**config.mk**
```make
export PLATFORM = sky130hd
export DESIGN_NAME = sca_front
export DESIGN_NICKNAME = d
export VERILOG_FILES = /design/src/rtl/sca_pkg.sv /design/src/rtl/sca_front.sv
export SDC_FILE = /design/constraint.sdc
export NUM_CORES = 1
export LEC_CHECK = 0
export ABC_AREA = 1
export BUFFER_PORTS_ARGS = -buffer_cell sky130_fd_sc_hd__buf_2
export CAP_MARGIN = 20
export CORE_ASPECT_RATIO = 1.25
export CORE_UTILIZATION = 45
export DETAILED_ROUTE_END_ITERATION = 8
export PLACE_DENSITY_LB_ADDON = 0.2
export SYNTH_ARGS = -nofsm -noshare
export SYNTH_HDL_FRONTEND = slang
export SYNTH_SLANG_ARGS = --single-unit
export TNS_END_PERCENT = 5
```
**constraint.sdc**
```tcl
create_clock -name vclk -period 2.77
set_clock_uncertainty 0.2 [all_clocks]
set_input_delay 0.554 -clock vclk [all_inputs]
set_output_delay 0.554 -clock vclk [all_outputs]
set_load 0.02 [all_outputs]
```
**src/rtl/sca_pkg.sv**
```systemverilog
`timescale 1ns / 1ps
// Shared constants, codes and types of the size-class block allocator.
// Depends on nothing; the other files of the block, all but sca_ram, refer to it by scoped names.
package sca_pkg;

   // Number of size classes and blocks per class.
   localparam int CLASSES = 8;
   localparam int BLOCKS  = 64;

   // Derived widths.
   localparam int IDX_W  = $clog2(BLOCKS);
   localparam int CNT_W  = $clog2(BLOCKS + 1);
   localparam int CLS_W  = 4;
   localparam int CIDX_W = (CLASSES > 1) ? $clog2(CLASSES) : 1;
   localparam int SLOTS  = CLASSES * BLOCKS;
   localparam int ADDR_W = $clog2(SLOTS);

   // Command queue between the front and the back end.
   localparam int QDEPTH = 2;
   localparam int QPTR_W = $clog2(QDEPTH);
   localparam int QCNT_W = $clog2(QDEPTH + 1);

   typedef enum logic {
      CMD_ALLOC = 1'b0,
      CMD_FREE  = 1'b1
   } cmd_type;

   typedef enum logic [1:0] {
      ST_OK         = 2'd0,
      ST_TOO_LARGE  = 2'd1,
      ST_EXHAUSTED  = 2'd2,
      ST_NOT_IN_USE = 2'd3
   } status_type;

   // One classified request as it travels through the queue.
   typedef struct packed {
      cmd_type          cmd;
      logic             too_large;
      logic [CLS_W-1:0] cls;
      logic [5:0]       fidx;
   } qitem_type;

   // Flat memory address of one block of one class.
   function automatic logic [ADDR_W-1:0] slot_addr(logic [CLS_W-1:0] cls,
                                                   logic [IDX_W-1:0] idx);
      return ADDR_W'(32'(cls) * 32'(BLOCKS) + 32'(idx));
   endfunction

endpackage

```
**src/rtl/sca_front.sv**
```systemverilog
`timescale 1ns / 1ps
// Front end: turns a raw request into a classified queue entry.
// Depends on sca_pkg.
module sca_front (
   input  logic                  req_cmd,
   input  logic [15:0]           req_req_size,
   input  logic [5:0]            req_free_index,
   output sca_pkg::qitem_type    item
);

   logic [15:0]               size_m1;
   logic [3:0]                msb;
   logic [sca_pkg::CLS_W-1:0] cls;

   // The class is ceil(log2(size)) - 2, which for sizes above four equals
   // the position of the leading one of (size - 1), minus one.
   always_comb begin
      size_m1 = req_req_size - 16'd1;
      msb     = '0;
      for (int i = 0; i < 16; i++) begin
         if (size_m1[i]) begin
            msb = 4'(i);
         end
      end
      if (req_req_size <= 16'd4) begin
         cls = '0;
      end else begin
         cls = sca_pkg::CLS_W'(msb - 4'd1);
      end
   end

   always_comb begin
      item.cmd       = sca_pkg::cmd_type'(req_cmd);
      item.cls       = cls;
      item.too_large = (32'(cls) >= sca_pkg::CLASSES);
      item.fidx      = req_free_index;
   end

endmodule

```
==> impl_metrics.xml <==
<?xml version="1.0" encoding="UTF-8"?>
<metrics>
  <group name="run_status">
    <metric name="outcome" unit="">finished, violations left</metric>
    <metric name="violations" unit="">negative setup slack</metric>
  </group>
  <group name="global_routing">
    <metric name="first_pass_grt_wire_length" unit="µm">3080</metric>
    <metric name="track_usage" unit="">0.232</metric>
    <metric name="antenna_found_initial" unit="">0</metric>
    <metric name="grt_max_degree" unit="">5</metric>
    <metric name="grt_pass1_vias" unit="">829</metric>
    <metric name="globalRoute.totalOverflow" unit="">0</metric>
  </group>
  <group name="critical_path">
    <metric name="critPathArrivalTime" unit="ps">2550</metric>
    <metric name="critical_path_cell_count" unit="">15</metric>
    <metric name="crit_path_max_incr_delay" unit="ps">190</metric>
    <metric name="cell_breakdown_of_the_critical_path" unit="">buf_2 -&gt; inv_1 -&gt; nand3_2 -&gt; nor2_8 -&gt; xor2_2 -&gt; and2_1 -&gt; nand2_1 -&gt; nand3_1 -&gt; nand3_1 -&gt; buf_4 -&gt; nor2_2 -&gt; nand4_1 -&gt; nand2_1 -&gt; nor2_4 -&gt; buf_4</metric>
    <metric name="category_of_the_most_critical_setup_path" unit="">in2out</metric>
    <metric name="timing.critical_path.from_type" unit="">primary input</metric>
    <metric name="critical_path.max_fanout" unit="">4</metric>
    <metric name="timing.critical_path.to_type" unit="">output pin</metric>
    <metric name="worst_path_dominant_cell_family" unit="">simple AND/OR/NAND/NOR gates</metric>
    <metric name="cp_data_required_time" unit="ps">2020</metric>
    <metric name="worst_setup_path_startpoint" unit="">req_req_size[5]</metric>
    <metric name="cpMaxStageDelayCell" unit="">buf_4</metric>
    <metric name="critPathBufInv" unit="">4</metric>
    <metric name="cp-endpoint" unit="">item[10]</metric>
  </group>
  <group name="die">
    <metric name="top_level_ports" unit="">35</metric>
    <metric name="die_h" unit="µm">47.2</metric>
    <metric name="placementRows" unit="">15</metric>
    <metric name="die_area" unit="µm²">1800</metric>
    <metric name="initial_util" unit="">0.509</metric>
    <metric name="die_width" unit="µm">38.2</metric>
    <metric name="core_area" unit="µm²">1450</metric>
  </group>
  <group name="timing">
    <metric name="fin_ws" unit="ps">-529</metric>
    <metric name="relSlewSlack" unit="">0.545</metric>
    <metric name="achievable_clock_frequency" unit="MHz">303</metric>
    <metric name="final.hold.worst_slack" unit="ps">908</metric>
    <metric name="report.final.hold_viol_count" unit="">0</metric>
    <metric name="final_min_period_over_clock_period" unit="">1.19</metric>
    <metric name="rsz0062_at_grt" unit="">yes</metric>
    <metric name="slew_violations" unit="">0</metric>
    <metric name="finalSetupViolCount" unit="">5</metric>
    <metric name="tightest_slew" unit="ps">666</metric>
    <metric name="fin_crit" unit="ps">3300</metric>
  </group>
  <group name="pwr">
    <metric name="power_per_cell_area" unit="nW/µm²">126</metric>
    <metric name="combPwrFrac" unit="">1.000</metric>
    <metric name="static-leakage-power" unit="nW">0.625</metric>
    <metric name="internal_power" unit="µW">70.6</metric>
    <metric name="net-switching-power" unit="µW">80.1</metric>
    <metric name="ir_drop" unit="µV">61.3</metric>
    <metric name="clock_power_share" unit="">0</metric>
    <metric name="seq_power_share" unit="">0</metric>
    <metric name="sw_frac_of_total" unit="">0.532</metric>
  </group>
  <group name="placed_design">
    <metric name="hpwl_after_detailed_placement" unit="µm">1540</metric>
    <metric name="gpl.final_weighted_congestion" unit="">0.766</metric>
    <metric name="place.port_buffers" unit="">21</metric>
    <metric name="numPlacedInstances" unit="">181</metric>
  </group>
  <group name="finish">
    <metric name="most-common-layout-cells" unit="">35 x nand2_1, 26 x buf_4, 15 x inv_1, 14 x buf_2</metric>
    <metric name="numnets_final" unit="">192</metric>
    <metric name="antenna_cells_inserted" unit="">0</metric>
    <metric name="layout.clock_buffers" unit="">0</metric>
    <metric name="layout.area.seq" unit="µm²">0</metric>
    <metric name="synthToLayoutAreaGrowth" unit="%">62.9</metric>
    <metric name="layout-drive-gt1-share" unit="">0.552</metric>
    <metric name="instances_no_fill" unit="">182</metric>
    <metric name="layout.cells.most_common" unit="">nand2_1</metric>
    <metric name="fillCellCount" unit="">100</metric>
    <metric name="flops_and_latches" unit="">0</metric>
  </group>
  <group name="min_path">
    <metric name="min-delay-path-class" unit="">in2out</metric>
  </group>
  <group name="synthesis">
    <metric name="yosys_warning_count" unit="">0</metric>
    <metric name="synth_area_per_cell" unit="µm²">5.84</metric>
    <metric name="ys_seq_area_frac" unit="">0</metric>
    <metric name="synthesis.nets" unit="">151</metric>
    <metric name="post_synthesis_instance_area" unit="µm²">736</metric>
    <metric name="ys_types" unit="">27</metric>
    <metric name="syn_inst" unit="">126</metric>
  </group>
  <group name="drt">
    <metric name="first_pass_iters" unit="">4</metric>
    <metric name="vias_per_cell" unit="">5.19</metric>
    <metric name="drt_first_iter_violations" unit="">16</metric>
    <metric name="wirelength" unit="µm">2320</metric>
    <metric name="avgRoutedWirePerCell" unit="µm">12.8</metric>
    <metric name="drc" unit="">0</metric>
    <metric name="drtAntennaViolNets" unit="">0</metric>
    <metric name="routed-via-count" unit="">945</metric>
  </group>
  <group name="job">
    <metric name="max-cap-violations" unit="">0</metric>
  </group>
  <group name="clock_tree">
    <metric name="cts.hold.buffers_added" unit="">0</metric>
  </group>
</metrics>
[cell families after synthesis]
logic type      Yosys count  share of synthesized area
xor+xnor                  8                      0.141
compound gates            7                     0.0578
buf+inv                  28                      0.184
fa+ha+maj                 2                     0.0340
simple gates             81                      0.583
[metal layers]
| metal | wire [µm] | global-route usage |
|---|---|---|
| met1 | 873 | 0.263 |
| met2 | 1300 | 0.468 |
| met3 | 92 | 0.00474 |
| met4 | 60 | 0.0500 |
| met5 | 0 | 0 |
[final cells by class]
type                            count  area (µm²)  share of cell area
Tap cell                           17        21.3              0.0177
Timing Repair Buffer               47         344               0.287
Multi-Input combinational cell     98         754               0.629
Inverter                           20        78.8              0.0658
[through the flow]
step           power (mW)  TNS (ps)  setup slack, ps  utilization  instance area (µm²)
2_1_floorplan      0.0785      -654             -204            -                  782
3_3_place_gp        0.118     -1950             -472        0.714                 1030
3_5_place_dp        0.120     -2160             -505        0.714                 1030
4_1_cts             0.135     -1880             -411        0.777                 1120
5_1_grt             0.162     -2990             -659        0.829                 1200
6_report            0.151     -2240             -529        0.829                 1200
[power by group through the flow]
stage | registers, mW | logic, mW | clock network [mW]
2_1_floorplan | 0 | 0.0785 | 0
3_3_place_gp | 0 | 0.118 | 0
5_1_grt | 0 | 0.162 | 0
3_5_place_dp | 0 | 0.120 | 0
6_report | 0 | 0.151 | 0
4_1_cts | 0 | 0.135 | 0
[worst min path at each step]
stage | from | end | slack, ps | cells after the start
2_1_floorplan | req_free_index[0] | item[0] | 1020 | 1
3_3_place_gp | req_cmd | item[11] | 910 | 0
3_5_place_dp | req_cmd | item[11] | 910 | 0
4_1_cts | req_cmd | item[11] | 910 | 0
5_1_grt | req_free_index[4] | item[4] | 910 | 0
6_report | req_free_index[4] | item[4] | 910 | 0
[Yosys cell counts, types with 2 or more instances]
cell     number  share of area
o21ai_0       2          0.014
xor2_1        3          0.036
nand3_2       2          0.027
buf_4         8          0.082
nand4_1       4          0.034
nand3_1       8          0.054
nand2_1      38           0.19
xnor2_1       2          0.024
nor2_2        3          0.026
nor2_1       11          0.056
ha_1          2          0.034
nand2_2       3          0.026
xor2_2        2          0.044
nor3_1        2          0.014
nor2_4        4          0.061
nand2_4       3          0.046
inv_1        18          0.092
inv_2         2          0.010
[what timing repair did]
| item | CTS | global route |
|---|---|---|
| pin swaps | 14 | 3 |
| resized for setup | 21 | 17 |
| cloned | 0 | 0 |
| setup buffers | 1 | 0 |
| setup endpoints to repair | 5 | 5 |
Power figures use the tool's default switching activity.
