File: src/rtl/sca_pkg.sv
`timescale 1ns / 1ps
// Shared constants, codes and types of the size-class block allocator.
// Depends on nothing; the other files of the block, all but sca_ram, refer to it by scoped names.
package sca_pkg;

   // Number of size classes and blocks per class.
   localparam int CLASSES = 8;
   localparam int BLOCKS  = 64;

   // Derived widths.
   localparam int IDX_W  = $clog2(BLOCKS);
   localparam int CNT_W  = $clog2(BLOCKS + 1);
   localparam int CLS_W  = 4;
   localparam int CIDX_W = (CLASSES > 1) ? $clog2(CLASSES) : 1;
   localparam int SLOTS  = CLASSES * BLOCKS;
   localparam int ADDR_W = $clog2(SLOTS);

   // Command queue between the front and the back end.
   localparam int QDEPTH = 2;
   localparam int QPTR_W = $clog2(QDEPTH);
   localparam int QCNT_W = $clog2(QDEPTH + 1);

   typedef enum logic {
      CMD_ALLOC = 1'b0,
      CMD_FREE  = 1'b1
   } cmd_type;

   typedef enum logic [1:0] {
      ST_OK         = 2'd0,
      ST_TOO_LARGE  = 2'd1,
      ST_EXHAUSTED  = 2'd2,
      ST_NOT_IN_USE = 2'd3
   } status_type;

   // One classified request as it travels through the queue.
   typedef struct packed {
      cmd_type          cmd;
      logic             too_large;
      logic [CLS_W-1:0] cls;
      logic [5:0]       fidx;
   } qitem_type;

   // Flat memory address of one block of one class.
   function automatic logic [ADDR_W-1:0] slot_addr(logic [CLS_W-1:0] cls,
                                                   logic [IDX_W-1:0] idx);
      return ADDR_W'(32'(cls) * 32'(BLOCKS) + 32'(idx));
   endfunction

endpackage

File: src/rtl/sca_ram.sv
`timescale 1ns / 1ps
// Generic single-write, single-read RAM with a registered read port.
// Depends on nothing.
module sca_ram #(
   parameter int WIDTH = 8,
   parameter int DEPTH = 16
) (
   input  logic                     clock,
   input  logic                     we,
   input  logic [$clog2(DEPTH)-1:0] waddr,
   input  logic [WIDTH-1:0]         wdata,
   input  logic [$clog2(DEPTH)-1:0] raddr,
   output logic [WIDTH-1:0]         rdata
);

   logic [WIDTH-1:0] mem_ff [DEPTH];
   logic [WIDTH-1:0] rd_data_ff;

   always_ff @(posedge clock) begin
      if (we) begin
         mem_ff[waddr] <= wdata;
      end
      rd_data_ff <= mem_ff[raddr];
   end

   assign rdata = rd_data_ff;

endmodule

File: src/rtl/sca_back.sv
`timescale 1ns / 1ps
// Back end: executes queued allocate and free commands against the per-class
// free stacks and in-use bits. Depends on sca_pkg and sca_ram.
module sca_back (
   input  logic                  clock,
   input  logic                  reset,
   input  logic                  q_empty,
   input  sca_pkg::qitem_type    q_head,
   output logic                  q_pop,
   output logic                  rsp_strobe,
   output logic [1:0]            rsp_status,
   output logic [2:0]            rsp_size_class,
   output logic [5:0]            rsp_block_index,
   output logic [15:0]           rsp_byte_offset
);

   typedef enum logic [1:0] {
      B_IDLE = 2'b01,
      B_EXEC = 2'b10
   } bstate_type;

   bstate_type state_ff, state_in;
   sca_pkg::qitem_type item_ff;

   logic [sca_pkg::CNT_W-1:0] depth_ff [sca_pkg::CLASSES];
   logic [sca_pkg::CNT_W-1:0] fresh_ff [sca_pkg::CLASSES];

   logic                 rsp_strobe_ff;
   sca_pkg::status_type  rsp_status_ff;
   logic [2:0]           rsp_class_ff;
   logic [5:0]           rsp_index_ff;
   logic [15:0]          rsp_offset_ff;

   // Issue side, driven by the head of the queue.
   logic [sca_pkg::CIDX_W-1:0] hd_cls;
   logic [sca_pkg::CNT_W-1:0]  hd_top;
   logic [15:0]                hd_fidx_w;

   // Execute side.
   logic [sca_pkg::CIDX_W-1:0] ex_cls;
   logic [sca_pkg::CNT_W-1:0]  depth_c, fresh_c, depth_in, fresh_in;
   logic [15:0]                fidx_w;
   logic [sca_pkg::IDX_W-1:0]  fidx_n, res_idx;
   logic [15:0]                res_idx_w;
   logic [31:0]                off_w;
   sca_pkg::status_type        res_status;
   logic [2:0]                 res_class;
   logic [5:0]                 res_index;
   logic [15:0]                res_offset;

   // Memory ports.
   logic                        stack_we;
   logic [sca_pkg::ADDR_W-1:0]  stack_waddr, stack_raddr;
   logic [sca_pkg::IDX_W-1:0]   stack_wdata, stack_rdata;
   logic                        inuse_we;
   logic [sca_pkg::ADDR_W-1:0]  inuse_waddr, inuse_raddr;
   logic                        inuse_wdata, inuse_rdata;

   sca_ram #(.WIDTH(sca_pkg::IDX_W), .DEPTH(sca_pkg::SLOTS)) u_stack_ram (
      .clock (clock),
      .we    (stack_we),
      .waddr (stack_waddr),
      .wdata (stack_wdata),
      .raddr (stack_raddr),
      .rdata (stack_rdata)
   );

   sca_ram #(.WIDTH(1), .DEPTH(sca_pkg::SLOTS)) u_inuse_ram (
      .clock (clock),
      .we    (inuse_we),
      .waddr (inuse_waddr),
      .wdata (inuse_wdata),
      .raddr (inuse_raddr),
      .rdata (inuse_rdata)
   );

   // Reads are issued while the command leaves the queue: the top of the
   // class's free stack and the in-use bit of the block named for a free.
   always_comb begin
      q_pop       = (state_ff == B_IDLE) && !q_empty;
      hd_cls      = q_head.cls[sca_pkg::CIDX_W-1:0];
      hd_top      = depth_ff[hd_cls] - sca_pkg::CNT_W'(1);
      hd_fidx_w   = 16'(q_head.fidx);
      stack_raddr = sca_pkg::slot_addr(q_head.cls, hd_top[sca_pkg::IDX_W-1:0]);
      inuse_raddr = sca_pkg::slot_addr(q_head.cls, hd_fidx_w[sca_pkg::IDX_W-1:0]);
   end

   always_comb begin
      state_in = state_ff;
      case (state_ff)
         B_IDLE: begin
            if (q_pop) begin
               state_in = B_EXEC;
            end
         end
         B_EXEC: begin
            state_in = B_IDLE;
         end
         default: begin
            state_in = B_IDLE;
         end
      endcase
   end

   // Decision and write-back. An in-use bit is only trusted below the class's
   // fresh index, since every entry there was written when it was handed out.
   always_comb begin
      ex_cls      = item_ff.cls[sca_pkg::CIDX_W-1:0];
      depth_c     = depth_ff[ex_cls];
      fresh_c     = fresh_ff[ex_cls];
      depth_in    = depth_c;
      fresh_in    = fresh_c;
      fidx_w      = 16'(item_ff.fidx);
      fidx_n      = fidx_w[sca_pkg::IDX_W-1:0];
      res_idx     = '0;
      stack_we    = 1'b0;
      stack_waddr = sca_pkg::slot_addr(item_ff.cls, depth_c[sca_pkg::IDX_W-1:0]);
      stack_wdata = fidx_n;
      inuse_we    = 1'b0;
      inuse_wdata = 1'b0;
      res_status  = sca_pkg::ST_OK;
      res_class   = item_ff.cls[2:0];
      if (item_ff.too_large) begin
         res_status = sca_pkg::ST_TOO_LARGE;
         res_class  = '0;
      end else if (item_ff.cmd == sca_pkg::CMD_ALLOC) begin
         if (depth_c != '0) begin
            res_idx  = (32'(stack_rdata) >= sca_pkg::BLOCKS) ? '0 : stack_rdata;
            depth_in = depth_c - sca_pkg::CNT_W'(1);
         end else if (32'(fresh_c) < sca_pkg::BLOCKS) begin
            res_idx  = fresh_c[sca_pkg::IDX_W-1:0];
            fresh_in = fresh_c + sca_pkg::CNT_W'(1);
         end else begin
            res_status = sca_pkg::ST_EXHAUSTED;
         end
         if (res_status == sca_pkg::ST_OK) begin
            inuse_we    = 1'b1;
            inuse_wdata = 1'b1;
         end
      end else begin
         res_idx = fidx_n;
         if ((fidx_w < 16'(sca_pkg::BLOCKS)) && (fidx_w < 16'(fresh_c)) &&
             inuse_rdata && (32'(depth_c) < sca_pkg::BLOCKS)) begin
            inuse_we = 1'b1;
            stack_we = 1'b1;
            depth_in = depth_c + sca_pkg::CNT_W'(1);
         end else begin
            res_status = sca_pkg::ST_NOT_IN_USE;
         end
      end
      inuse_waddr = sca_pkg::slot_addr(item_ff.cls, res_idx);
      if (state_ff != B_EXEC) begin
         stack_we = 1'b0;
         inuse_we = 1'b0;
      end

      // Payload offset: idx * (8 + (4 << k)) + 8 as two shifts and two adds.
      res_idx_w = 16'(res_idx);
      off_w     = (32'(res_idx) << (32'(item_ff.cls) + 32'd2)) +
                  (32'(res_idx) << 3) + 32'd8;
      res_index  = '0;
      res_offset = '0;
      if (res_status == sca_pkg::ST_OK) begin
         res_index  = res_idx_w[5:0];
         res_offset = off_w[15:0];
      end else if (res_status == sca_pkg::ST_NOT_IN_USE) begin
         res_index = item_ff.fidx;
      end
   end

   always_ff @(posedge clock) begin
      if (reset) begin
         state_ff      <= B_IDLE;
         rsp_strobe_ff <= 1'b0;
         for (int c = 0; c < sca_pkg::CLASSES; c++) begin
            depth_ff[c] <= '0;
            fresh_ff[c] <= '0;
         end
      end else begin
         state_ff      <= state_in;
         rsp_strobe_ff <= (state_ff == B_EXEC);
         if ((state_ff == B_EXEC) && !item_ff.too_large) begin
            depth_ff[ex_cls] <= depth_in;
            fresh_ff[ex_cls] <= fresh_in;
         end
      end
   end

   always_ff @(posedge clock) begin
      if (q_pop) begin
         item_ff <= q_head;
      end
      if (state_ff == B_EXEC) begin
         rsp_status_ff <= res_status;
         rsp_class_ff  <= res_class;
         rsp_index_ff  <= res_index;
         rsp_offset_ff <= res_offset;
      end
   end

   assign rsp_strobe      = rsp_strobe_ff;
   assign rsp_status      = rsp_status_ff;
   assign rsp_size_class  = rsp_class_ff;
   assign rsp_block_index = rsp_index_ff;
   assign rsp_byte_offset = rsp_offset_ff;

`ifndef NO_ASSERTIONS
   a_state_onehot: assert property (@(posedge clock) disable iff (reset)
      $onehot(state_ff))
      else $error("back end state is not one-hot");

   a_exec_one_cycle: assert property (@(posedge clock) disable iff (reset)
      (state_ff == B_EXEC) |=> (state_ff == B_IDLE))
      else $error("execute state held for more than one cycle");

   a_exec_gives_rsp: assert property (@(posedge clock) disable iff (reset)
      (state_ff == B_EXEC) |=> rsp_strobe_ff)
      else $error("executed command produced no response");

   a_rsp_from_exec: assert property (@(posedge clock) disable iff (reset)
      rsp_strobe_ff |-> $past(state_ff == B_EXEC))
      else $error("response without an executed command");

   a_freed_le_issued: assert property (@(posedge clock) disable iff (reset)
      ((state_ff == B_EXEC) && !item_ff.too_large) |-> (depth_c <= fresh_c))
      else $error("free stack deeper than the number of blocks issued");
`endif

endmodule

File: config.mk
export PLATFORM = sky130hd
export DESIGN_NAME = sca_back
export DESIGN_NICKNAME = d
export VERILOG_FILES = /design/src/rtl/sca_pkg.sv /design/src/rtl/sca_ram.sv /design/src/rtl/sca_back.sv
export SDC_FILE = /design/constraint.sdc
export NUM_CORES = 2
export LEC_CHECK = 0
export BUFFER_PORTS_ARGS = -buffer_cell sky130_fd_sc_hd__buf_2
export CAP_MARGIN = 10
export CELL_PAD_IN_SITES_DETAIL_PLACEMENT = 0
export CELL_PAD_IN_SITES_GLOBAL_PLACEMENT = 1
export CORE_MARGIN = 4
export CORE_UTILIZATION = 34
export DETAILED_ROUTE_END_ITERATION = 10
export GPL_TIMING_DRIVEN = 1
export MAX_ROUTING_LAYER = met4
export PLACE_DENSITY = 0.63
export SYNTH_ARGS = -nofsm -noshare
export SYNTH_HDL_FRONTEND = slang
export SYNTH_SLANG_ARGS = --single-unit
File: constraint.sdc
create_clock -name clock -period 29.4 [get_ports clock]
set_clock_uncertainty 0.15 [all_clocks]
set_input_delay 1.47 -clock clock [delete_from_list [all_inputs] [get_ports clock]]
set_output_delay 1.47 -clock clock [all_outputs]
set_load 0.01 [all_outputs]
==> results_dict.tcl <==
set metrics [dict create \
    p_leak_nw 52.1 \
    power_density_mw_per_mm2 71.8 \
    cp-startpoint "q_head[8]" \
    clk_latency_ns 0.94 \
    start_util_pct 34.1 \
    drt-pass1-iter-count 5 \
    ir_worst_vdd_mv 0.0528 \
    dieArea_mm2 0.458 \
    finalNetCount 8124 \
    worst_ep_arrival_time_ns 9.47 \
    relSlewSlack_pct 13.0 \
    cts_resized 0 \
    hold_violations 0 \
    drt_iter0_markers 8443 \
    cts-root-buf "clkbuf_16" \
    vias 78200 \
    yosysSeqAreaShare_pct 74.0 \
    avgRoutedWirePerCell_um 27.3 \
    regToRegSetupSlack_ns 21.40 \
    reg2regPathDepth 16 \
    drv_cap 0 \
    track_usage_pct 17.1 \
    critPathMaxFanout 121 \
    cts_tree "done" \
    viasPerCell 5.46 \
    synth_flop_cell "edfxtp_1" \
    grt_pass1_wl_um 571000 \
    tightestPinTransition_ns 1.30 \
    endpoint_kind "flop" \
    total_power_w 0.0123 \
    period_needed_ns 8.82 \
    drt.antenna.violating_nets 0 \
    synth_edf_count 3735 \
    grt_antenna_before_repair 22 \
    fmax_mhz 113 \
    ios 44 \
    cts_made_buffers 384 \
    drv_slew 0 \
    yosysTopAreaCell "edfxtp_1" \
    syn_avg_cell_area_um2 18.8 \
    timing.rr.start "depth_ff[6][0]$_SDFFCE_PN0P_" \
    post_cts_buffers 0 \
    cts.sinks 3748 \
    wl_um 391000 \
    fin_setup_tns_ns 0 \
    synth-seq-cells 3748 \
    synth_area_mm2 0.152 \
    port_buffers 43 \
    coreArea_mm2 0.445 \
    syn_nets 8115 \
    synth_cell_types 74 \
    syn_to_final_growth_pct 12.7 \
    clk_pin_slew_worst_paths_ns 0.06 \
    netlist.area_leader.share_pct 73.8 \
    clock_path_buffers 4 \
    outcome "finished clean" \
    gp_congestion 0.792 \
    fin_crit_sh_pct 30.0 \
    grt_max_degree 289 \
    r2r-end "u_stack_ram.rdata[2]$_DFF_P_" \
    die_h_um 677 \
    required_ns 30.05 \
    rsz0062_at_grt "no" \
    synth_area_leaders "edfxtp_1 74%, mux4_2 15%, nor3_1 1.7%" \
    hold-path-cell-count 1 \
    crit_path_start_kind "input pin" \
    path_class "input pin to flop" \
    grt_overflow 0 \
    drive_gt1_share_pct 22.2 \
    yosys_warnings 0 \
    drc_errors 0 \
    holdBufCountCts 0 \
    hpwl_um 223000 \
    min_from "q_head[10]" \
    min-delay-path-class "input pin to flop" \
    htree_levels 5 \
    final_cell_mix "3735 x edfxtp_1, 993 x mux4_2, 685 x nor2_1, 524 x nor3_1, 475 x nand2_1" \
    ys_async_sr_fraction_pct 0 \
    final_common_cell "edfxtp_1" \
    row_count 245 \
    min_to "item_ff[10]$_DFFE_PP_" \
    synthCells 8070 \
    setup_viol 0 \
    die_w_um 677 \
    first_global_vias 79900 \
]
[cell usage after synthesis, types with 7 or more instances]
| master | number |
|---|---|
| buf_1 | 38 |
| nor3_1 | 525 |
| o21ai_0 | 33 |
| mux2i_1 | 203 |
| nor2_1 | 696 |
| ha_1 | 29 |
| a221oi_1 | 10 |
| a311oi_1 | 11 |
| and3_1 | 29 |
| and2_1 | 12 |
| a32oi_1 | 64 |
| buf_2 | 148 |
| buf_6 | 7 |
| nand2_1 | 500 |
| dfxtp_1 | 13 |
| a21o_1 | 7 |
| nand2b_1 | 14 |
| xnor2_1 | 12 |
| buf_4 | 53 |
| a21oi_1 | 48 |
| a31oi_1 | 39 |
| a211oi_1 | 15 |
| nor2b_1 | 18 |
| edfxtp_1 | 3735 |
| mux4_2 | 993 |
| nand3_1 | 281 |
| nand4_1 | 21 |
| inv_1 | 26 |
| mux2_2 | 17 |
| clkbuf_1 | 369 |
[worst max-delay path: stages]
cell and delay [ns]:
buf_2 0.51, mux2i_1 0.18, a22oi_1 0.37, and2_4 0.69
inv_1 0.30, ha_4 0.75, buf_12 0.55, buf_4 0.90
buf_4 0.68, buf_4 0.86, mux4_2 0.43, mux4_2 0.47
nand2_1 0.11, a21oi_1 0.17, a311oi_1 0.45, a211o_1 0.16
o211ai_1 0.08
[registers in the layout, indices dropped and copies added, names as in the netlist, named ones only]
name	flops
u_inuse_ram.mem_ff	512
rsp_block_index	6
item_ff	3
u_stack_ram.mem_ff	3072
rsp_size_class	3
u_stack_ram.rdata	6
state_ff	2
ex_cls	3
rsp_byte_offset	16
u_inuse_ram.rdata	1
rsp_strobe	1
fresh_ff	56
rsp_status	2
fidx_n	6
depth_ff	56
[how the worst max path moves through the flow]
stage                                                  to  slack (ns)
after detailed placement     u_stack_ram.rdata[2]$_DFF_P_       19.47
after CTS                    u_stack_ram.rdata[0]$_DFF_P_       20.48
final                        u_stack_ram.rdata[2]$_DFF_P_       20.58
after floorplan           u_inuse_ram.mem_ff[0]$_DFFE_PP_        4.09
after global placement       u_stack_ram.rdata[2]$_DFF_P_       19.59
after global routing         u_stack_ram.rdata[2]$_DFF_P_       20.17
[final cells by class]
type / count / area, um^2
clock inverter: 222 / 2310
clock buffer: 468 / 10100
inverter: 26 / 97.6
timing repair buffer: 238 / 1880
multi-input combinational: 3681 / 37200
sequential: 3748 / 112000
tap: 5928 / 7420
antenna: 6 / 15.0
fill: 39900 / 274000
[stage by stage]
stage               area (um^2)  worst slack [ns]  utilization (%)  hold slack (ns)  std cells
floorplan                152000              4.09                -            0.486       8070
global placement         159000             19.59             35.7            0.640      13600
detailed placement       159000             19.47             35.7            0.671      13600
CTS                      171000             20.48             38.5            0.465      14300
global route             171000             20.17             38.5            0.506      14300
finish                   171000             20.58             38.5            0.569      14300
[routing by layer]
metal  vias up  GRT usage, %  routed length [um]
met5         -             -                   0
met4         0          4.07                9170
met3       521          2.68               29600
met2      3094          26.7              186000
met1     41800          23.8              167000
li1      32700             -                   -
[cell families (layout without fill, tap and decap cells)]
logic type | after synthesis | after routing | synth area share [%]
other cells | 0 | 6 | 0
buf+inv | 641 | 954 | 1.87
compound gates | 288 | 288 | 1.41
fa+ha+maj | 30 | 30 | 0.252
flops | 3748 | 3748 | 74.0
simple gates | 2124 | 2124 | 6.13
xor+xnor | 20 | 20 | 0.125
mux | 1219 | 1219 | 16.3
[report_power, final]
group          leakage, nW  total (W)  internal (W)  switching (W)
Clock                 6.04    0.00486       0.00281        0.00205
Sequential            33.9    0.00593       0.00591      0.0000245
Combinational         12.2    0.00153      0.000519        0.00101
Power figures use the tool's default switching activity.
