`config.mk`:
```
export PLATFORM = sky130hd
export DESIGN_NAME = sca_fifo
export DESIGN_NICKNAME = d
export VERILOG_FILES = /design/src/rtl/sca_pkg.sv /design/src/rtl/sca_fifo.sv
export SDC_FILE = /design/constraint.sdc
export NUM_CORES = 1
export LEC_CHECK = 0
export BUFFER_PORTS_ARGS = -buffer_cell sky130_fd_sc_hd__buf_2
export CORE_MARGIN = 2
export CORE_UTILIZATION = 44
export CTS_BUF_LIST = sky130_fd_sc_hd__clkbuf_8
export CTS_CLUSTER_DIAMETER = 40
export CTS_CLUSTER_SIZE = 20
export DETAILED_ROUTE_END_ITERATION = 10
export GPL_TIMING_DRIVEN = 0
export PLACE_DENSITY = 0.66
export SLEW_MARGIN = 5
export SYNTH_ARGS = -nofsm -noshare
export SYNTH_HDL_FRONTEND = slang
export SYNTH_SLANG_ARGS = --single-unit
```
`constraint.sdc`:
```
create_clock -name clock -period 1.8 [get_ports clock]
set_clock_uncertainty 0.05 [all_clocks]
set_input_delay 0.45 -clock clock [delete_from_list [all_inputs] [get_ports clock]]
set_output_delay 0.45 -clock clock [all_outputs]
set_load 0.02 [all_outputs]
```
`src/rtl/sca_pkg.sv`:
```
`timescale 1ns / 1ps
// Shared constants, codes and types of the size-class block allocator.
// Depends on nothing; the other files of the block, all but sca_ram, refer to it by scoped names.
package sca_pkg;

   // Number of size classes and blocks per class.
   localparam int CLASSES = 8;
   localparam int BLOCKS  = 64;

   // Derived widths.
   localparam int IDX_W  = $clog2(BLOCKS);
   localparam int CNT_W  = $clog2(BLOCKS + 1);
   localparam int CLS_W  = 4;
   localparam int CIDX_W = (CLASSES > 1) ? $clog2(CLASSES) : 1;
   localparam int SLOTS  = CLASSES * BLOCKS;
   localparam int ADDR_W = $clog2(SLOTS);

   // Command queue between the front and the back end.
   localparam int QDEPTH = 2;
   localparam int QPTR_W = $clog2(QDEPTH);
   localparam int QCNT_W = $clog2(QDEPTH + 1);

   typedef enum logic {
      CMD_ALLOC = 1'b0,
      CMD_FREE  = 1'b1
   } cmd_type;

   typedef enum logic [1:0] {
      ST_OK         = 2'd0,
      ST_TOO_LARGE  = 2'd1,
      ST_EXHAUSTED  = 2'd2,
      ST_NOT_IN_USE = 2'd3
   } status_type;

   // One classified request as it travels through the queue.
   typedef struct packed {
      cmd_type          cmd;
      logic             too_large;
      logic [CLS_W-1:0] cls;
      logic [5:0]       fidx;
   } qitem_type;

   // Flat memory address of one block of one class.
   function automatic logic [ADDR_W-1:0] slot_addr(logic [CLS_W-1:0] cls,
                                                   logic [IDX_W-1:0] idx);
      return ADDR_W'(32'(cls) * 32'(BLOCKS) + 32'(idx));
   endfunction

endpackage

```
`src/rtl/sca_fifo.sv`:
```
`timescale 1ns / 1ps
// Short queue of classified requests between the front and the back end.
// Depends on sca_pkg.
module sca_fifo (
   input  logic               clock,
   input  logic               reset,
   input  logic               push,
   input  sca_pkg::qitem_type push_item,
   input  logic               pop,
   output sca_pkg::qitem_type head_item,
   output logic               empty,
   output logic               full
);

   sca_pkg::qitem_type         slot_ff [sca_pkg::QDEPTH];
   logic [sca_pkg::QPTR_W-1:0] wr_ptr_ff, wr_ptr_in;
   logic [sca_pkg::QPTR_W-1:0] rd_ptr_ff, rd_ptr_in;
   logic [sca_pkg::QCNT_W-1:0] count_ff, count_in;
   logic                       do_push, do_pop;

   assign empty   = (count_ff == '0);
   assign full    = (count_ff == sca_pkg::QCNT_W'(sca_pkg::QDEPTH));
   assign do_push = push && !full;
   assign do_pop  = pop && !empty;
   assign head_item = slot_ff[rd_ptr_ff];

   always_comb begin
      wr_ptr_in = wr_ptr_ff;
      rd_ptr_in = rd_ptr_ff;
      count_in  = count_ff;
      if (do_push) begin
         wr_ptr_in = (wr_ptr_ff == sca_pkg::QPTR_W'(sca_pkg::QDEPTH - 1)) ?
                     '0 : wr_ptr_ff + sca_pkg::QPTR_W'(1);
      end
      if (do_pop) begin
         rd_ptr_in = (rd_ptr_ff == sca_pkg::QPTR_W'(sca_pkg::QDEPTH - 1)) ?
                     '0 : rd_ptr_ff + sca_pkg::QPTR_W'(1);
      end
      if (do_push && !do_pop) begin
         count_in = count_ff + sca_pkg::QCNT_W'(1);
      end else if (do_pop && !do_push) begin
         count_in = count_ff - sca_pkg::QCNT_W'(1);
      end
   end

   always_ff @(posedge clock) begin
      if (reset) begin
         wr_ptr_ff <= '0;
         rd_ptr_ff <= '0;
         count_ff  <= '0;
      end else begin
         wr_ptr_ff <= wr_ptr_in;
         rd_ptr_ff <= rd_ptr_in;
         count_ff  <= count_in;
      end
   end

   always_ff @(posedge clock) begin
      if (do_push) begin
         slot_ff[wr_ptr_ff] <= push_item;
      end
   end

endmodule

```
==> results.py, run 1 <==
metrics = {
    "timing": {
        "fin_crit_ps": 1750,
        "rsz0062_at_grt": "true",
        "hold_viol": 0,
        "worst_slack_ps": 51.9,
        "worst_pin_slew_ps": 553,
        "relSlewSlack_pct": 63.2,
        "finalCritPeriodShare_pct": 97.1,
        "slew_violations": 0,
        "setup_viol": 0,
        "fmax_ghz": 0.572,
        "fin_tns_setup_ps": 0,
        "whs_ps": 312,
    },
    "flow_run": {
        "cap_viol_max_count": 0,
    },
    "worst_setup_path": {
        "cp_top_family": "flip-flops",
        "cpPeakStageDelay_ps": 370,
        "path_buf_inv": 2,
        "reg2reg_slack_ps": 130,
        "crit_path_top_delay_cell": "dfxtp_4",
        "rr_endpoint": "slot_ff[0][7]",
        "critical_path_required_ps": 1300,
        "critPathLaunchType": "flip-flop",
        "critical_path_class": "reg2out",
        "crit_chain": "buf_6, mux2_2, buf_2",
        "worstPathMaxFanout": 5,
        "rr_startpoint": "count_ff[0]",
        "path_depth": 3,
        "crit_end": "head_item[4]",
        "worstSetupEndpointType": "primary output",
        "worstPathArrival_ps": 1250,
        "reg2reg_depth": 3,
    },
    "place": {
        "placed_cell_area_um2": 1260,
        "place_hpwl_um": 1170,
        "place_ws_ps": 40.3,
        "port-buffer-count": 29,
        "place.gp.congestion": 0.645,
        "dp.cells": 119,
    },
    "global_route": {
        "grt_pass1_vias": 584,
        "grt_max_degree": 13,
        "grt_pass1_wl_um": 2570,
        "antenna_found_initial": 0,
        "grt.overflow.total": 0,
        "grt_usage_pct": 14.2,
    },
    "layout": {
        "fillCellCount": 191,
        "stdcell_area_um2": 1400,
        "seq_area_um2": 825,
        "layout.cells.non_filler": 129,
        "layout.nets": 117,
        "layout-drive-gt1-share_pct": 52.5,
        "utilization_pct": 62.3,
        "n_antenna_cell": 0,
        "multi_input_area_um2": 245,
        "area_growth_pct": 30.2,
    },
    "logic_synthesis": {
        "ys_types": 13,
        "ys_seq_elements": 29,
        "syn_nets": 79,
        "synth_area_um2": 1080,
        "yosysSeqAreaShare_pct": 76.1,
        "yosysWarnings": 0,
        "avgSynthCellArea_um2": 17.4,
        "synthCells": 62,
    },
    "clock_tree": {
        "cts_max_level": 2,
        "clock_latency_ps": 270,
        "cts_buffers": 5,
        "cts.sinks": 29,
        "cts_tree": "yes",
        "cts-root-buf": "clkbuf_8",
        "clockBufferDepth": 2,
        "clk_pin_slew_ps": 60,
    },
    "route": {
        "dr.pass1.iters": 4,
        "wl_per_cell_um": 13.6,
        "vias_per_cell": 4.82,
        "routed_wl_um": 1760,
        "final_antenna_net_count": 0,
        "drt-initial-drc-count": 7,
        "via_count": 622,
        "drc_errors": 0,
    },
    "power": {
        "ir_worst_vdd_mv": 1.01,
        "p_per_area_nw_per_um2": 1590,
        "total_power_mw": 2.24,
        "p_leak_nw": 0.564,
    },
    "die": {
        "start_util_pct": 47.8,
        "die_y_um": 53.5,
        "io_pins": 30,
        "die_w_um": 53.5,
        "die_area_um2": 2860,
        "core_area_um2": 2250,
        "num_rows": 17,
    },
    "worst_hold_path": {
        "hp-class": "in2reg",
        "whs_path_depth": 1,
    },
    "outcome": {
        "outcome": "finished, final reports clean",
    },
}
cell families after synthesis:
logic type,share of synthesized area [%]
AOI/OAI and AO/OA,2.32
xor gates and xnor gates,2.44
adders and majority gates,1.16
buffers and inverters,1.16
DFF,76.1
muxes,12.5
and+or+nand+nor,4.29
cells in the final DEF, fill, tap and decap left out:
cell        n
or3_1       2
bufinv_16   1
buf_4       1
inv_1       3
buf_2      29
nor2_1      5
ha_1        1
o21ai_1     1
o21ai_0     2
dfxtp_4     1
a21oi_1     2
buf_6       2
mux2_2     12
edfxtp_1   24
clkbuf_8    6
dfxtp_1     4
and2_1      1
xor2_1      3
nor2b_2     1
worst min path at each step:
stage,from,endpoint
final,push_item[5],slot_ff[1][5]
after global routing,push_item[3],slot_ff[1][3]
after CTS,push_item[5],slot_ff[1][5]
after detailed placement,wr_ptr_ff,wr_ptr_ff
after global placement,wr_ptr_ff,wr_ptr_ff
after floorplan,wr_ptr_ff,wr_ptr_ff
power by group:
| part | internal, mW | switching [mW] | total (mW) |
|---|---|---|---|
| Sequential | 0.859 | 0.0563 | 0.915 |
| Clock | 0.445 | 0.229 | 0.674 |
| Combinational | 0.284 | 0.362 | 0.646 |
| Total | 1.59 | 0.647 | 2.24 |
area by class of cell:
cell class / count / share of cell area, %
clock inverter: 2 / 2.41
buffer: 1 / 0.802
inverter: 2 / 0.535
timing repair buffer: 31 / 11.7
sequential: 29 / 58.7
clock buffer: 6 / 5.88
multi-input combinational: 30 / 17.5
tap: 28 / 2.50
cells in the mapped netlist:
master / number / area, um2
or3_1: 2 / 12.5
a21oi_1: 2 / 10.0
xor2_1: 3 / 26.3
and2_1: 1 / 6.26
mux2_2: 12 / 135
inv_1: 2 / 7.51
ha_1: 1 / 12.5
edfxtp_1: 24 / 721
nor2b_2: 1 / 8.76
dfxtp_1: 5 / 100
nor2_1: 5 / 18.8
buf_2: 1 / 5.00
o21ai_0: 3 / 15.0
flip-flops by register name, indices dropped and copies added, names as in the netlist, named ones only:
signal     cells
count_ff       2
rd_ptr_ff      1
slot_ff       24
wr_ptr_ff      1
what timing repair did:
item / 4_1_cts / 5_1_grt
endpoints found under the setup margin: 10 / 11
setup buffers: 0 / 1
gates cloned: 1 / 0
hold buffers: 0 / 0
gates resized for setup: 5 / 2
per-layer routing:
metal | vias up | wire, um | global-route usage, %
li1 | 303 | - | -
met1 | 298 | 703 | 13.3
met3 | 0 | 122 | 8.47
met4 | 0 | 0 | 6.41
met2 | 21 | 934 | 24.5
met5 | - | 0 | 0
(Power assumes the default switching activity.)
==> run 2: changes to the inputs <==
--- a/config.mk
+++ b/config.mk
@@ -5,8 +5,8 @@
 export SDC_FILE = /design/constraint.sdc
 export NUM_CORES = 1
 export LEC_CHECK = 0
+export ABC_AREA = 1
 export BUFFER_PORTS_ARGS = -buffer_cell sky130_fd_sc_hd__buf_2
-export CORE_MARGIN = 2
 export CORE_UTILIZATION = 44
 export CTS_BUF_LIST = sky130_fd_sc_hd__clkbuf_8
 export CTS_CLUSTER_DIAMETER = 40
==> constraint.sdc (replaced) <==
create_clock -name clock -period 2.06 [get_ports clock]
set_clock_uncertainty 0.05 [all_clocks]
set_input_delay 0.515 -clock clock [delete_from_list [all_inputs] [get_ports clock]]
set_output_delay 0.515 -clock clock [all_outputs]
set_load 0.02 [all_outputs]
==> run 2 against run 1 <==
- die area is 4.2% lower
- first-iteration DRC count is 43% lower
- worst setup slack better by 95 ps
- final cell count is 7.8% higher
- non-clock buffer count is 2 lower
- sequential power is 13% lower
- via count is 8.0% higher
- critical path type unchanged
- power is 22% lower
- combinational power is 19% lower
- critical endpoint is now head_item[0]
- clock-buffer cell count is 1 lower
==> results.py, run 2 <==
metrics = {
    "outcome": {
        "outcome": "finished, final reports clean",
    },
    "layout": {
        "layout-drive-gt1-share_pct": 48.6,
        "n_antenna_cell": 0,
        "reg_top3": "slot_ff (24), count_ff (2)",
        "mostFrequentLayoutCells": "buf_2 (29), edfxtp_1 (24), mux2_2 (12)",
        "area_growth_pct": 23.4,
        "layout.nets": 127,
        "top_register": "slot_ff",
        "multi_input_area_um2": 254,
        "fillCellCount": 203,
        "largest_reg_flops": 24,
        "layout_commonest_cell": "buf_2",
        "seq_area_um2": 821,
    },
    "logic_synthesis": {
        "synth_most_common_cell": "edfxtp_1",
        "synthArstFlopShare_pct": 0,
        "synth.largest_area_cell": "edfxtp_1",
        "yosysSeqAreaShare_pct": 73.5,
        "syn_nets": 91,
        "synthTopCellsByCount": "edfxtp_1 (24), mux2_2 (12), nor2_1 (9)",
        "ys_seq_elements": 29,
        "synth_area_um2": 1120,
        "avgSynthCellArea_um2": 15.1,
        "synth.area.top_cells": "edfxtp_1 (65%), mux2_2 (12%), dfxtp_1 (9.0%)",
        "ys.flop_type": "edfxtp_1",
        "yosysWarnings": 0,
        "synthCells": 74,
        "synth_top_area_share_pct": 64.6,
        "ys_types": 17,
        "synth-edff-count": 24,
    },
    "place": {
        "place_hpwl_um": 1230,
        "place_ws_ps": 116,
        "place.gp.congestion": 0.643,
        "port-buffer-count": 29,
    },
    "worst_setup_path": {
        "crit_path_top_delay_cell": "dfxtp_1",
        "rr_startpoint": "count_ff[0]",
        "critical_path_class": "reg2out",
        "crit_chain": "buf_4, mux2_2, buf_2",
        "cp_top_family": "buffers and inverters",
        "rr_endpoint": "slot_ff[0][1]",
        "worstPathMaxFanout": 10,
        "reg2reg_depth": 2,
        "worstSetupEndpointType": "primary output",
        "critPathLaunchType": "flip-flop",
        "worstPathArrival_ps": 1350,
        "cpPeakStageDelay_ps": 360,
        "path_buf_inv": 2,
        "critical_path_required_ps": 1490,
        "reg2reg_slack_ps": 230,
    },
    "die": {
        "io_pins": 30,
        "core_area_um2": 2300,
        "start_util_pct": 48.6,
        "num_rows": 17,
        "die_area_um2": 2740,
        "die_y_um": 52.4,
        "die_w_um": 52.4,
    },
    "clock_tree": {
        "post-cts-setup-buffers": 0,
        "cts-root-buf": "clkbuf_8",
        "clockBufferDepth": 2,
        "cts_max_level": 2,
        "clk_pin_slew_ps": 60,
        "ctsHoldBuffers": 0,
        "clock_latency_ps": 270,
        "cts_tree": "yes",
        "post_cts_resized": 0,
        "cts.sinks": 29,
        "cts_buffers": 5,
    },
    "worst_hold_path": {
        "min_from": "push_item[6]",
        "hp-class": "in2reg",
        "whs_path_depth": 1,
        "whs_endpoint": "slot_ff[1][6]",
    },
    "route": {
        "dr.pass1.iters": 2,
        "wl_per_cell_um": 12.4,
        "vias_per_cell": 4.83,
        "drt-initial-drc-count": 4,
        "final_antenna_net_count": 0,
        "via_count": 672,
        "routed_wl_um": 1720,
        "drc_errors": 0,
    },
    "power": {
        "ir_worst_vdd_mv": 0.738,
        "p_per_area_nw_per_um2": 1270,
        "p_leak_nw": 0.557,
    },
    "timing": {
        "fin_crit_ps": 1910,
        "fin_tns_setup_ps": 0,
        "slew_violations": 0,
        "fmax_ghz": 0.523,
        "setup_viol": 0,
        "relSlewSlack_pct": 29.5,
        "finalCritPeriodShare_pct": 92.9,
        "worst_slack_ps": 146,
        "hold_viol": 0,
        "worst_pin_slew_ps": 1050,
        "rsz0062_at_grt": "false",
    },
    "global_route": {
        "grt_pass1_vias": 605,
        "grt_max_degree": 13,
        "grt_usage_pct": 14.8,
        "antenna_found_initial": 0,
        "grt_pass1_wl_um": 2550,
        "grt.overflow.total": 0,
    },
    "flow_run": {
        "cap_viol_max_count": 0,
    },
}
## run 2: cell count changes after synthesis, sizes merged
cell,previous run,this run
inv,2,9
nand2,0,4
nor2,5,9
xor2,3,0
o21ai,3,5
or3,2,0
a21oi,2,1
nand3,0,1
nand4,0,1
nor2b,1,0
## run 2: layer usage
layer | share of wire [%] | GRT usage [%] | routed length, um | up-vias
li1 | - | - | - | 330
met1 | 35 | 12.6 | 609 | 318
met2 | 55 | 25.1 | 947 | 19
met3 | 6.8 | 8.70 | 118 | 5
met4 | 2.7 | 10.5 | 47 | 0
met5 | 0 | 0 | 0 | -
## run 2: cell families (layout without fill, tap and decap cells)
logic type	Yosys count	count (layout)	synth area share, %
adders and majority gates	1	1	1.12
DFF	29	29	73.5
and+or+nand+nor	16	16	6.17
buffers and inverters	10	47	3.70
AOI/OAI and AO/OA	6	6	3.36
muxes	12	12	12.1
## run 2: worst max-delay path by stage
stage	slack [ps]	end	startpoint	depth (start not counted)
finish	150	head_item[0]	flip-flop	3
detailed placement	120	slot_ff[0][6]	push	3
floorplan	510	slot_ff[1][0]	push	2
global placement	120	slot_ff[1][6]	push	3
CTS	130	head_item[0]	flip-flop	3
global route	70	head_item[0]	flip-flop	3
## run 2: through the flow
stage	instance area [um2]	power (mW)	hold slack, ps	cells	util, %
6_report	1380	1.74	377	139	60.0
5_1_grt	1380	1.84	365	139	60.0
4_1_cts	1380	1.77	370	139	60.0
3_5_place_dp	1300	1.34	448	131	56.4
3_3_place_gp	1300	1.32	435	131	56.4
2_1_floorplan	1120	1.18	424	74	-
## run 2: worst reg2reg max path, delay by kind of cell, from the launching register on
family	cells	cell delay, ps
AO/OA/AOI/OAI	1	130
flip-flops	1	460
AND/OR/NAND/NOR	1	810
## run 2: final cells by class
class | count | share of cell area (%)
flip-flops and latches | 29 | 59.6
plain buffers | 1 | 0.545
inverters | 9 | 2.45
well taps | 28 | 2.54
repair buffers | 29 | 10.5
clock inverters | 3 | 0.908
multi-input cells | 35 | 18.4
clock buffers | 5 | 5.00
## run 2: power by group
part           internal, mW  switching [mW]
Sequential            0.749          0.0490
Clock                 0.226           0.195
Combinational         0.205           0.320
==> run 3: changes to the inputs <==
--- a/config.mk
+++ b/config.mk
@@ -7,13 +7,13 @@
 export LEC_CHECK = 0
 export ABC_AREA = 1
 export BUFFER_PORTS_ARGS = -buffer_cell sky130_fd_sc_hd__buf_2
-export CORE_UTILIZATION = 44
+export CORE_UTILIZATION = 35
 export CTS_BUF_LIST = sky130_fd_sc_hd__clkbuf_8
 export CTS_CLUSTER_DIAMETER = 40
 export CTS_CLUSTER_SIZE = 20
 export DETAILED_ROUTE_END_ITERATION = 10
 export GPL_TIMING_DRIVEN = 0
-export PLACE_DENSITY = 0.66
+export PLACE_DENSITY = 0.54
 export SLEW_MARGIN = 5
 export SYNTH_ARGS = -nofsm -noshare
 export SYNTH_HDL_FRONTEND = slang
==> constraint.sdc (replaced) <==
create_clock -name clock -period 1.8 [get_ports clock]
set_clock_uncertainty 0.05 [all_clocks]
set_input_delay 0.45 -clock clock [delete_from_list [all_inputs] [get_ports clock]]
set_output_delay 0.45 -clock clock [all_outputs]
set_load 0.02 [all_outputs]
==> run 3 against run 2 <==
- non-clock buffer count increased by 1
- final cell count grew 12%
- routed wire length up 1.4%
- clock power rose by 14%
- first-iteration DRC count rose to 5.0 times the previous value
- utilization is 12 points lower
- largest power group unchanged
==> results.py, run 3 (synthesized netlist as in run 2, its figures left out) <==
metrics = {
    "route": {
        "via_count": 680,
        "drc_errors": 0,
        "dr.pass1.iters": 4,
        "wl_per_cell_um": 11.2,
        "routed_wl_um": 1750,
        "vias_per_cell": 4.36,
        "final_antenna_net_count": 0,
        "drt-initial-drc-count": 20,
    },
    "global_route": {
        "grt_pass1_wl_um": 2670,
        "grt_pass1_vias": 634,
        "grt_usage_pct": 11.7,
        "grt.overflow.total": 0,
        "grt_max_degree": 13,
        "antenna_found_initial": 0,
    },
    "layout": {
        "top_register": "slot_ff",
        "layout.nets": 128,
        "largest_reg_flops": 24,
        "area_growth_pct": 29.0,
        "mostFrequentLayoutCells": "buf_2 (26), edfxtp_1 (24), mux2_2 (12)",
        "stdcell_area_um2": 1440,
        "layout_commonest_cell": "buf_2",
        "n_antenna_cell": 0,
        "fillCellCount": 281,
        "reg_top3": "slot_ff (24), count_ff (2)",
        "layout-drive-gt1-share_pct": 51.8,
    },
    "timing": {
        "relSlewSlack_pct": 55.7,
        "fin_crit_ps": 1750,
        "finalCritPeriodShare_pct": 96.9,
        "rsz0062_at_grt": "false",
        "worst_pin_slew_ps": 664,
        "fin_tns_setup_ps": 0,
        "setup_viol": 0,
        "whs_ps": 307,
        "fmax_ghz": 0.573,
        "slew_violations": 0,
        "hold_viol": 0,
    },
    "clock_tree": {
        "cts.sinks": 29,
        "cts-root-buf": "clkbuf_8",
        "post-cts-setup-buffers": 0,
        "cts_tree": "yes",
        "cts_buffers": 5,
        "ctsHoldBuffers": 0,
        "clockBufferDepth": 2,
        "cts_max_level": 2,
        "clock_latency_ps": 280,
        "clk_pin_slew_ps": 60,
    },
    "worst_setup_path": {
        "reg2reg_depth": 2,
        "cp_top_family": "flip-flops",
        "worstSetupEndpointType": "primary output",
        "critical_path_class": "reg2out",
        "crit_path_top_delay_cell": "dfxtp_4",
        "critical_path_required_ps": 1300,
        "path_buf_inv": 2,
        "worstPathMaxFanout": 5,
        "path_depth": 3,
        "worstPathArrival_ps": 1250,
        "crit_chain": "buf_6, mux2_2, buf_2",
        "cpPeakStageDelay_ps": 370,
        "critPathLaunchType": "flip-flop",
    },
    "die": {
        "num_rows": 20,
        "die_y_um": 58.5,
        "io_pins": 30,
        "core_area_um2": 3030,
        "start_util_pct": 36.9,
        "die_area_um2": 3420,
        "die_w_um": 58.5,
    },
    "place": {
        "place_hpwl_um": 1150,
        "place.gp.congestion": 0.702,
        "placed_cell_area_um2": 1320,
        "port-buffer-count": 29,
    },
    "worst_hold_path": {
        "whs_path_depth": 1,
        "hp-class": "in2reg",
    },
    "power": {
        "p_leak_nw": 0.571,
        "p_per_area_nw_per_um2": 1420,
        "ir_worst_vdd_mv": 0.548,
    },
    "flow_run": {
        "cap_viol_max_count": 0,
    },
    "outcome": {
        "outcome": "finished, final reports clean",
    },
}
==> run 3: changes by cell type in the layout (fill, tap and decap cells not counted) <==
cell     previous run  this run
buf_6               0         5
nor2_2              0         2
dfxtp_1             5         4
buf_2              29        26
nor2_1              9         7
dfxtp_4             0         1
buf_4               1         0
==> run 3: final timing paths <==
check | start | endpoint | slack [ps]
max reg2reg | count_ff[0] | slot_ff[1][3] | 240
min | push_item[6] | slot_ff[1][6] | 310
min reg2reg | wr_ptr_ff | wr_ptr_ff | 480
max | flip-flop | head_item[6] | 50
==> run 3: layout make-up <==
class | count | area, um2 | area share (%)
clock buffer | 5 | 68.8 | 4.78
multi-input combinational | 35 | 259 | 18.0
tap | 44 | 55.1 | 3.82
buffer | 1 | 11.3 | 0.782
clock inverter | 3 | 12.5 | 0.869
inverter | 9 | 33.8 | 2.35
timing repair buffer | 30 | 175 | 12.2
sequential | 29 | 825 | 57.3
==> run 3: stage by stage <==
step	util [%]	power (mW)	worst slack, ps	std cells
floorplan	-	1.36	290	74
global placement	43.5	1.51	-128	147
detailed placement	43.5	1.53	-147	147
CTS	46.9	2.05	13.8	156
global route	47.6	2.17	0.574	156
finish	47.6	2.05	54.9	156
==> run 3: per-layer routing <==
metal | routed length, um | track usage [%] | vias to the layer above
met1 | 680 | 10.8 | 318
met2 | 863 | 19.4 | 23
met4 | 46 | 8.16 | 0
li1 | - | - | 334
met3 | 157 | 6.81 | 5
met5 | 0 | 0 | -
==> run 3: report_power, final <==
| group | switching, mW | internal, mW |
|---|---|---|
| Sequential | 0.0624 | 0.860 |
| Clock | 0.223 | 0.259 |
| Combinational | 0.367 | 0.274 |
==> run 3: repair_timing <==
action                     in CTS  in global routing
setup endpoints to repair      34                 10
cloned                          1                  0
pin swaps                       0                  0
resized for setup               6                  7
